$ cat src/hw/rtl/pfa_pkg.sv
// Package for the partition fit allocator: shared codes, default sizes,
// controller state type and the command/status bundles between the units.
// No dependencies.
package pfa_pkg;

    // Default table geometry
    localparam int NUM_BLOCKS_DEF = 16;
    localparam int SIZE_WIDTH_DEF = 16;

    // Fixed field widths of the stream words
    localparam int IDX_FIELD_W  = 4;
    localparam int SIZE_FIELD_W = 16;
    localparam int S_TDATA_W    = 40;
    localparam int M_TDATA_W    = 8;
    localparam int MODE_W       = 2;
    localparam int BCOUNT_W     = 5;
    localparam int CFG_IDX_W    = 1;
    localparam int CFG_DATA_W   = 5;

    // Item kinds carried in s_axis_tuser
    localparam logic CMD_LOAD  = 1'b0;
    localparam logic CMD_ALLOC = 1'b1;

    // Fit rules
    localparam logic [MODE_W-1:0] MODE_FIRST = 2'd0;
    localparam logic [MODE_W-1:0] MODE_BEST  = 2'd1;
    localparam logic [MODE_W-1:0] MODE_WORST = 2'd2;
    localparam logic [MODE_W-1:0] MODE_NEXT  = 2'd3;

    // Register indexes
    localparam logic [CFG_IDX_W-1:0] REG_FIT_MODE    = 1'd0;
    localparam logic [CFG_IDX_W-1:0] REG_BLOCK_COUNT = 1'd1;

    localparam logic [BCOUNT_W-1:0] BCOUNT_RESET = 5'd16;

    typedef enum logic [1:0] {
        ST_IDLE,
        ST_START,
        ST_SCAN,
        ST_WB
    } pfa_state_t;

    // Controller to datapath
    typedef struct packed {
        logic load_we;
        logic alloc_start;
        logic scan_init;
        logic scan_step;
        logic wb_fire;
        logic cfg_we;
    } pfa_cmd_t;

    // Datapath to controller
    typedef struct packed {
        logic cnt_zero;
        logic scan_last;
    } pfa_status_t;

endpackage

$ cat src/hw/rtl/partition_fit_allocator_top.sv
// Top level of the partition fit allocator: stream and config ports,
// controller and datapath. Depends on pfa_pkg, pfa_ctrl, pfa_datapath.
//
//   port group   dir  word contents
//   s_axis_*     in   tuser: cmd; tdata: block_index, block_size, request_size
//   m_axis_*     out  tuser: granted; tdata: chosen_block
//   cfg_*        in   cfg_index selects fit_mode or block_count; cfg_data value
//
// A load word is written into the table when taken. An allocate word runs
// a setup step, one table read and compare per entry in use, min(block_count,
// NUM_BLOCKS) of them, via the single registered read port, and a write-back.
// A finished result waits in the output register while the next word is
// taken; write-back of the following allocate stalls until that result goes.
// Reset (aresetn low, synchronous) sets first fit, block_count 16, rover 0;
// table entries hold nothing defined until loaded.
module partition_fit_allocator_top
    import pfa_pkg::*;
#(
    parameter int NUM_BLOCKS = NUM_BLOCKS_DEF,
    parameter int SIZE_WIDTH = SIZE_WIDTH_DEF
) (
    input  logic                  aclk,
    input  logic                  aresetn,
    input  logic                  s_axis_tvalid,
    output logic                  s_axis_tready,
    // [3:0] block_index, [19:4] block_size, [35:20] request_size, [39:36] zero
    input  logic [S_TDATA_W-1:0]  s_axis_tdata,
    // [0] cmd
    input  logic                  s_axis_tuser,
    output logic                  m_axis_tvalid,
    input  logic                  m_axis_tready,
    // [3:0] chosen_block, [7:4] zero
    output logic [M_TDATA_W-1:0]  m_axis_tdata,
    // [0] granted
    output logic                  m_axis_tuser,
    input  logic                  cfg_valid,
    output logic                  cfg_ready,
    input  logic [CFG_IDX_W-1:0]  cfg_index,
    input  logic [CFG_DATA_W-1:0] cfg_data
);

    pfa_cmd_t               cmd;
    pfa_status_t            status;
    logic [IDX_FIELD_W-1:0] chosen_block;

    pfa_ctrl u_ctrl (
        .aclk          (aclk),
        .aresetn       (aresetn),
        .s_axis_tvalid (s_axis_tvalid),
        .s_axis_tuser  (s_axis_tuser),
        .s_axis_tready (s_axis_tready),
        .cfg_valid     (cfg_valid),
        .cfg_ready     (cfg_ready),
        .m_axis_tvalid (m_axis_tvalid),
        .m_axis_tready (m_axis_tready),
        .cmd           (cmd),
        .status        (status)
    );

    pfa_datapath #(
        .NUM_BLOCKS (NUM_BLOCKS),
        .SIZE_WIDTH (SIZE_WIDTH)
    ) u_datapath (
        .aclk             (aclk),
        .aresetn          (aresetn),
        .cmd              (cmd),
        .status           (status),
        .in_block_index   (s_axis_tdata[3:0]),
        .in_block_size    (s_axis_tdata[19:4]),
        .in_request_size  (s_axis_tdata[35:20]),
        .cfg_index        (cfg_index),
        .cfg_data         (cfg_data),
        .out_granted      (m_axis_tuser),
        .out_chosen_block (chosen_block)
    );

    // Pad the result word to a whole byte
    assign m_axis_tdata = {{(M_TDATA_W - IDX_FIELD_W){1'b0}}, chosen_block};

endmodule

$ cat src/hw/rtl/pfa_ctrl.sv
// Controller of the partition fit allocator: sequences accept, scan setup,
// table scan and write-back, and owns the result valid flag.
// Depends on pfa_pkg.
module pfa_ctrl
    import pfa_pkg::*;
(
    input  logic        aclk,
    input  logic        aresetn,
    input  logic        s_axis_tvalid,
    input  logic        s_axis_tuser,
    output logic        s_axis_tready,
    input  logic        cfg_valid,
    output logic        cfg_ready,
    output logic        m_axis_tvalid,
    input  logic        m_axis_tready,
    output pfa_cmd_t    cmd,
    input  pfa_status_t status
);

    pfa_state_t state_reg, state_next;
    logic       m_valid_reg, m_valid_next;

    // Advance state
    always_ff @(posedge aclk) begin
        if (!aresetn) begin
            state_reg   <= ST_IDLE;
            m_valid_reg <= 1'b0;
        end else begin
            state_reg   <= state_next;
            m_valid_reg <= m_valid_next;
        end
    end

    // Next state
    always_comb begin
        state_next = state_reg;
        case (state_reg)
            ST_IDLE: begin
                if (s_axis_tvalid && s_axis_tuser == CMD_ALLOC) begin
                    state_next = ST_START;
                end
            end
            ST_START: begin
                state_next = status.cnt_zero ? ST_WB : ST_SCAN;
            end
            ST_SCAN: begin
                if (status.scan_last) begin
                    state_next = ST_WB;
                end
            end
            ST_WB: begin
                if (!m_valid_reg || m_axis_tready) begin
                    state_next = ST_IDLE;
                end
            end
            default: begin
                state_next = ST_IDLE;
            end
        endcase
    end

    // Outputs and commands
    always_comb begin
        cmd           = '0;
        s_axis_tready = 1'b0;
        cfg_ready     = 1'b0;
        case (state_reg)
            ST_IDLE: begin
                s_axis_tready   = 1'b1;
                cfg_ready       = 1'b1;
                cmd.cfg_we      = cfg_valid;
                cmd.load_we     = s_axis_tvalid && s_axis_tuser == CMD_LOAD;
                cmd.alloc_start = s_axis_tvalid && s_axis_tuser == CMD_ALLOC;
            end
            ST_START: begin
                cmd.scan_init = 1'b1;
            end
            ST_SCAN: begin
                cmd.scan_step = 1'b1;
            end
            ST_WB: begin
                cmd.wb_fire = !m_valid_reg || m_axis_tready;
            end
            default: begin
                cmd = '0;
            end
        endcase
    end

    // Hold the result until taken
    always_comb begin
        if (cmd.wb_fire) begin
            m_valid_next = 1'b1;
        end else if (m_axis_tready) begin
            m_valid_next = 1'b0;
        end else begin
            m_valid_next = m_valid_reg;
        end
    end

    assign m_axis_tvalid = m_valid_reg;

endmodule

$ cat src/hw/rtl/pfa_datapath.sv
// Datapath of the partition fit allocator: free size table, config registers,
// rover, scan position, compare and pick registers, write-back and result word.
// Depends on pfa_pkg.
module pfa_datapath
    import pfa_pkg::*;
#(
    parameter int NUM_BLOCKS = NUM_BLOCKS_DEF,
    parameter int SIZE_WIDTH = SIZE_WIDTH_DEF
) (
    input  logic                    aclk,
    input  logic                    aresetn,
    input  pfa_cmd_t                cmd,
    output pfa_status_t             status,
    input  logic [IDX_FIELD_W-1:0]  in_block_index,
    input  logic [SIZE_FIELD_W-1:0] in_block_size,
    input  logic [SIZE_FIELD_W-1:0] in_request_size,
    input  logic [CFG_IDX_W-1:0]    cfg_index,
    input  logic [CFG_DATA_W-1:0]   cfg_data,
    output logic                    out_granted,
    output logic [IDX_FIELD_W-1:0]  out_chosen_block
);

    localparam int IDX_W = $clog2(NUM_BLOCKS);
    localparam int CNT_W = $clog2(NUM_BLOCKS + 1);

    logic [SIZE_WIDTH-1:0] mem [NUM_BLOCKS];

    logic [MODE_W-1:0]     mode_reg;
    logic [BCOUNT_W-1:0]   bcount_reg;
    logic [IDX_W-1:0]      rover_reg;
    logic [SIZE_WIDTH-1:0] req_reg;
    logic [CNT_W-1:0]      cnt_reg;
    logic [CNT_W-1:0]      left_reg;
    logic [IDX_W-1:0]      pos_reg;
    logic [SIZE_WIDTH-1:0] rd_data_reg;
    logic                  found_reg;
    logic [IDX_W-1:0]      pick_reg;
    logic [SIZE_WIDTH-1:0] pick_size_reg;
    logic                  granted_reg;
    logic [IDX_FIELD_W-1:0] chosen_reg;

    logic [31:0]           cnt_full;
    logic [31:0]           idx_ext;
    logic [31:0]           size_ext;
    logic [31:0]           req_ext;
    logic [31:0]           pos_inc;
    logic [31:0]           pick_ext;
    logic [IDX_W-1:0]      start_pos;
    logic [IDX_W-1:0]      nxt_pos;
    logic [IDX_W-1:0]      raddr;
    logic                  load_in_range;
    logic                  fits;
    logic                  take;
    logic                  mem_we;
    logic [IDX_W-1:0]      waddr;
    logic [SIZE_WIDTH-1:0] wdata;

    // Clamp the count in use to the table depth
    assign cnt_full = (32'(bcount_reg) > 32'(NUM_BLOCKS)) ? 32'(NUM_BLOCKS)
                                                          : 32'(bcount_reg);

    // Fit the stream fields to the table geometry
    assign idx_ext       = 32'(in_block_index);
    assign size_ext      = 32'(in_block_size);
    assign req_ext       = 32'(in_request_size);
    assign load_in_range = idx_ext < 32'(NUM_BLOCKS);

    // Next fit starts at the rover, or entry zero when the rover is not below the count;
    // the other rules always scan up from entry zero
    assign start_pos = (mode_reg == MODE_NEXT && 32'(rover_reg) < 32'(cnt_reg)) ? rover_reg
                                                                                : '0;
    assign pos_inc   = 32'(pos_reg) + 32'd1;
    assign nxt_pos   = (pos_inc == 32'(cnt_reg)) ? '0 : pos_inc[IDX_W-1:0];
    assign raddr     = cmd.scan_init ? start_pos : nxt_pos;

    assign status.cnt_zero  = cnt_reg == '0;
    assign status.scan_last = left_reg == CNT_W'(1);

    // Compare the entry read last cycle against the request
    assign fits = rd_data_reg >= req_reg;
    always_comb begin
        case (mode_reg)
            MODE_BEST:  take = fits && (!found_reg || pick_size_reg > rd_data_reg);
            MODE_WORST: take = fits && (!found_reg || pick_size_reg <= rd_data_reg);
            MODE_FIRST: take = fits && !found_reg;
            MODE_NEXT:  take = fits && !found_reg;
            default:    take = 1'b0;
        endcase
    end

    // Table write: loads and write-back never share a cycle
    assign mem_we = (cmd.load_we && load_in_range) || (cmd.wb_fire && found_reg);
    assign waddr  = cmd.load_we ? idx_ext[IDX_W-1:0] : pick_reg;
    assign wdata  = cmd.load_we ? size_ext[SIZE_WIDTH-1:0] : pick_size_reg - req_reg;

    always_ff @(posedge aclk) begin
        if (mem_we) begin
            mem[waddr] <= wdata;
        end
        rd_data_reg <= mem[raddr];
    end

    // Config registers and rover
    always_ff @(posedge aclk) begin
        if (!aresetn) begin
            mode_reg   <= MODE_FIRST;
            bcount_reg <= BCOUNT_RESET;
            rover_reg  <= '0;
        end else begin
            if (cmd.cfg_we && cfg_index == REG_FIT_MODE) begin
                mode_reg <= cfg_data[MODE_W-1:0];
            end
            if (cmd.cfg_we && cfg_index == REG_BLOCK_COUNT) begin
                bcount_reg <= cfg_data[BCOUNT_W-1:0];
            end
            if (cmd.wb_fire && found_reg && mode_reg == MODE_NEXT) begin
                rover_reg <= pick_reg;
            end
        end
    end

    // Capture the request, walk the table, track the pick
    always_ff @(posedge aclk) begin
        if (cmd.alloc_start) begin
            req_reg   <= req_ext[SIZE_WIDTH-1:0];
            cnt_reg   <= cnt_full[CNT_W-1:0];
            found_reg <= 1'b0;
        end
        if (cmd.scan_init) begin
            pos_reg  <= start_pos;
            left_reg <= cnt_reg;
        end
        if (cmd.scan_step) begin
            pos_reg  <= nxt_pos;
            left_reg <= left_reg - CNT_W'(1);
            if (take) begin
                found_reg     <= 1'b1;
                pick_reg      <= pos_reg;
                pick_size_reg <= rd_data_reg;
            end
        end
    end

    // Result word
    assign pick_ext = 32'(pick_reg);
    always_ff @(posedge aclk) begin
        if (cmd.wb_fire) begin
            granted_reg <= found_reg;
            chosen_reg  <= found_reg ? pick_ext[IDX_FIELD_W-1:0] : '0;
        end
    end

    assign out_granted      = granted_reg;
    assign out_chosen_block = chosen_reg;

endmodule

$ cat config.mk
export PLATFORM = sky130hd
export DESIGN_NAME = partition_fit_allocator_top
export DESIGN_NICKNAME = d
export VERILOG_FILES = /design/src/hw/rtl/pfa_pkg.sv /design/src/hw/rtl/partition_fit_allocator_top.sv /design/src/hw/rtl/pfa_ctrl.sv /design/src/hw/rtl/pfa_datapath.sv
export SDC_FILE = /design/constraint.sdc
export NUM_CORES = 1
export LEC_CHECK = 0
export BUFFER_PORTS_ARGS = -buffer_cell sky130_fd_sc_hd__clkbuf_2
export CORE_AREA = 2 2 177 179
export DETAILED_ROUTE_END_ITERATION = 12
export DIE_AREA = 0 0 179 181
export HOLD_SLACK_MARGIN = 0.05
export PLACE_DENSITY_LB_ADDON = 0.2
export SYNTH_ARGS = -nofsm -noshare
export SYNTH_HDL_FRONTEND = slang
export SYNTH_SLANG_ARGS = --single-unit
$ cat constraint.sdc
create_clock -name aclk -period 3.7 [get_ports aclk]
set_input_delay 0.37 -clock aclk [delete_from_list [all_inputs] [get_ports aclk]]
set_output_delay 0.37 -clock aclk [all_outputs]
set_load 0.005 [all_outputs]
==> metrics.md <==
| Metric | Value |
|---|---|
| Row count | `64` |
| Nets | `~1,400` |
| Seq cells post-synth | `approximately 340` |
| Status | `finished clean` |
| Maximum VDD drop | `0.440 mV` |
| Worst rel slew slack | `0.138` |
| Max Root-Sink Buffers | `3` |
| DRC errors left | `0` |
| Ys flop type | `edfxtp_1` |
| Path depth of the worst reg2reg path | `11` |
| Chip Width | `around 180 microns` |
| Area Growth Syn to Fin | `15.7%` |
| Fillers | `roughly 2,400` |
| Postcts setup bufs | `0` |
| Min-delay src | `cfg_data[4]` |
| First-pass GRT wire length | `between 50 and 60 mm` |
| Setup TNS | `0 ns` |
| # Max-Cap Violations | `0` |
| Avg Inst Size Synth | `between 10 and 15 sq um` |
| Pwr/cell area | `~900 mW/mm^2` |
| Htree depth | `2` |
| Hold Crit Class | `in -> reg` |
| Post-cts resize count | `0` |
| Post-synth top area cell | `edfxtp_1` |
| CP max FO | `16` |
| Synth top area share | `0.609` |
| Seq/Total Area, Yosys | `0.650` |
| WL per Instance | `around 21 microns` |
| Largest reg by FF count | `u_datapath.mem` |
| Global route overflow | `0` |
| Vias per inst | `a little under 6` |
| Post-synthesis simple-gate area fraction | `0.110` |
| Mapped Cells | `1,223` |
| Most common cell in the netlist | `edfxtp_1` |
| Antenna-violating nets left | `0` |
| Number of flip-flops under the largest register name | `about 260` |
| Routability cong. | `approximately 0.80` |
| CTS Buf Count | `37` |
| CP Capture Type | `flip-flop` |
| Clock Skew | `0.0152 ns` |
| Final Max Tran Viols | `0` |
| CP Class | `reg -> reg` |
| Io pins | `64` |
| Number of global-route vias before repair | `between 9,000 and 10,000` |
| Post-Synth XOR/XNOR Area | `0.0118` |
| Compound-cell area share of the yosys netlist | `0.114` |
| Yosys Warn Count | `0` |
| Largest family of logic cells by synthesized area | `compound AO/OA/AOI/OAI gates` |
| Min Tclk post-route | `3.33 ns` |
| CTS tree | `yes` |
| Ys async rst share | `0` |
| CTS Sinks | `between 300 and 400` |
| Top cells by area, synth | `edfxtp_1 (61%), ha_1 (4.8%), nand2_1 (4.6%)` |
| Mux cell area share after synthesis | `0.0310` |
| Antenna Cells | `0` |
| Final hold slack | `~0.065 ns` |
| IO buf count | `55` |
| Req. time, crit path | `around 4 ns` |
| Worst-path clk slew | `~0.06 ns` |
| DRT iter0 DRCs | `slightly below 1,000` |
| Synth cell types | `between 60 and 70` |
| Worst Hold Endpoint | `u_datapath.bcount_reg[4]` |
| CTS Root Cell | `clkbuf_16` |
| Largest net degree at the start of global routing | `64` |
| RSZ-0062 raised after global routing | `false` |
| Mapped Area | `roughly 0.015 sq mm` |
| Worst slew pin tran | `~1.3 ns` |
| Critical path launch point type | `flip-flop` |
| Total wire length | `around 37 mm` |
| Max Fclk | `301 MHz` |
| Starting density of the core | `0.505` |
| Die area | `about 0.032 sq mm` |
| EDFF count, synth | `~310` |
| Detailed Place HPWL | `approximately 22 mm` |
| Leak | `between 6 and 7 nW` |
| Initial DRT Pass Iterations | `7` |
| Final core occ | `0.585` |
| Area of the core | `roughly 0.030 sq mm` |
| Die Height | `roughly 180 microns` |
| Clk_lat worst skew | `~0.53 ns` |
| Antenna violations before repair | `0` |
| GRT Total Usage | `0.227` |
| Worst hold stages | `3` |
| Overall Power | `around 16 mW` |
| Tcrit/Tclk final | `0.899` |
| RR Endpoint | `u_datapath.mem[0][14]` |
| Adder-Cell Fraction of Synth Area | `0.0495` |
| Vias | `just over 10,000` |
| Final Hold Vio Count | `0` |
| R2r setup slk | `approximately 0.37 ns` |
| Arrival @ worst endpoint | `roughly 3.7 ns` |
| Synth cell count leaders | `edfxtp_1 (311), nand2_1 (189), a21oi_1 (129)` |
| Setup violations, final | `0` |
| Layout cell share with drive strength beyond 1 | `0.148` |
| R2R Path Start | `u_datapath.req_reg[0]` |
## worst max-delay path, cell delays in order (launching register included)
cell      delay, ns
edfxtp_1       0.39
ha_1           0.23
fa_1           0.47
nor2b_1        0.11
o21ai_0        0.12
a21bo_2        0.23
a21oi_1        0.28
a41oi_1        0.23
a211oi_1       0.39
nor3_1         0.09
o31ai_1        0.36
buf_4          0.27
## power by group
group	switching, mW	internal [mW]	leakage, nW	total, mW
registers	0.264	5.05	3.07	5.31
logic	4.24	2.31	3.03	6.55
clock network	1.48	2.30	0.604	3.78
## stage by stage
stage	setup slack, ns	instance area (sq um)	instances
after global placement	0.421	16300	1669
after CTS	0.335	17700	1751
after global routing	0.136	17700	1751
final	0.374	17700	1751
after detailed placement	0.373	16300	1669
after floorplan	0.417	15300	1226
## worst max-delay path by stage
stage / from / to / slack [ns] / depth (start not counted)
after floorplan: u_datapath.req_reg[0] / u_datapath.mem[0][14] / 0.42 / 10
after global placement: u_datapath.req_reg[0] / u_datapath.mem[4][14] / 0.42 / 11
after detailed placement: u_datapath.req_reg[0] / u_datapath.mem[4][14] / 0.37 / 11
after CTS: u_datapath.req_reg[0] / u_datapath.mem[15][14] / 0.33 / 11
after global routing: u_datapath.req_reg[0] / u_datapath.mem[15][14] / 0.14 / 11
final: u_datapath.req_reg[0] / u_datapath.mem[0][14] / 0.37 / 11
## area by class of cell
type / instances / area [sq um] / share of cell area
multi-input combinational: 773 / 4930 / 0.278
timing repair buffer: 122 / 918 / 0.0518
tap: 396 / 495 / 0.0279
clock inverter: 16 / 255 / 0.0144
clock buffer: 50 / 985 / 0.0555
inverter: 52 / 195 / 0.0110
sequential: 342 / 9960 / 0.561
## routing by layer
metal / global-route usage / share of wire / up-vias
li1: - / - / 4750
met1: 0.334 / 0.46 / 4966
met2: 0.349 / 0.45 / 346
met3: 0.0349 / 0.068 / 73
met4: 0.0667 / 0.024 / 0
met5: 0 / 0 / -
## cells in the final DEF (no fill, tap or decap), types with 5 or more instances in the layout
cell | Yosys | layout
nand4_1 | 6 | 6
clkbuf_16 | 0 | 37
or2_2 | 5 | 5
buf_4 | 11 | 43
nand2b_1 | 10 | 10
nor3_1 | 14 | 14
edfxtp_1 | 311 | 311
nand3_1 | 41 | 41
dfxtp_1 | 31 | 31
clkbuf_1 | 22 | 12
o21a_1 | 8 | 8
ha_1 | 59 | 59
xor2_1 | 8 | 8
clkbuf_2 | 0 | 55
a21o_1 | 9 | 9
a31oi_1 | 24 | 24
a21boi_0 | 5 | 5
inv_1 | 52 | 52
nand3b_1 | 5 | 5
buf_12 | 0 | 8
o21ai_0 | 21 | 21
nor2_2 | 2 | 19
xnor2_1 | 10 | 10
a221oi_1 | 32 | 32
nand2_1 | 189 | 189
and2_1 | 5 | 5
nor2b_1 | 20 | 20
nor2_1 | 57 | 40
dlygate4sd3_1 | 0 | 16
bufinv_16 | 0 | 6
mux2i_1 | 43 | 43
a21oi_1 | 129 | 129
## cell families (layout without fill, tap and decap cells)
kind of cell,Yosys count,after routing
and+or+nand+nor,374,374
AOI/OAI and AO/OA,269,269
adders and majority gates,60,60
other,1,4
muxes,47,47
DFF,342,342
buffers and inverters,111,240
xor gates and xnor gates,19,19
## timing repair
item / CTS / global route
setup endpoints to repair: 0 / 0
hold buffers: 16 / 0
endpoints found under the hold margin: 16 / 0
Power figures use the tool's default switching activity.
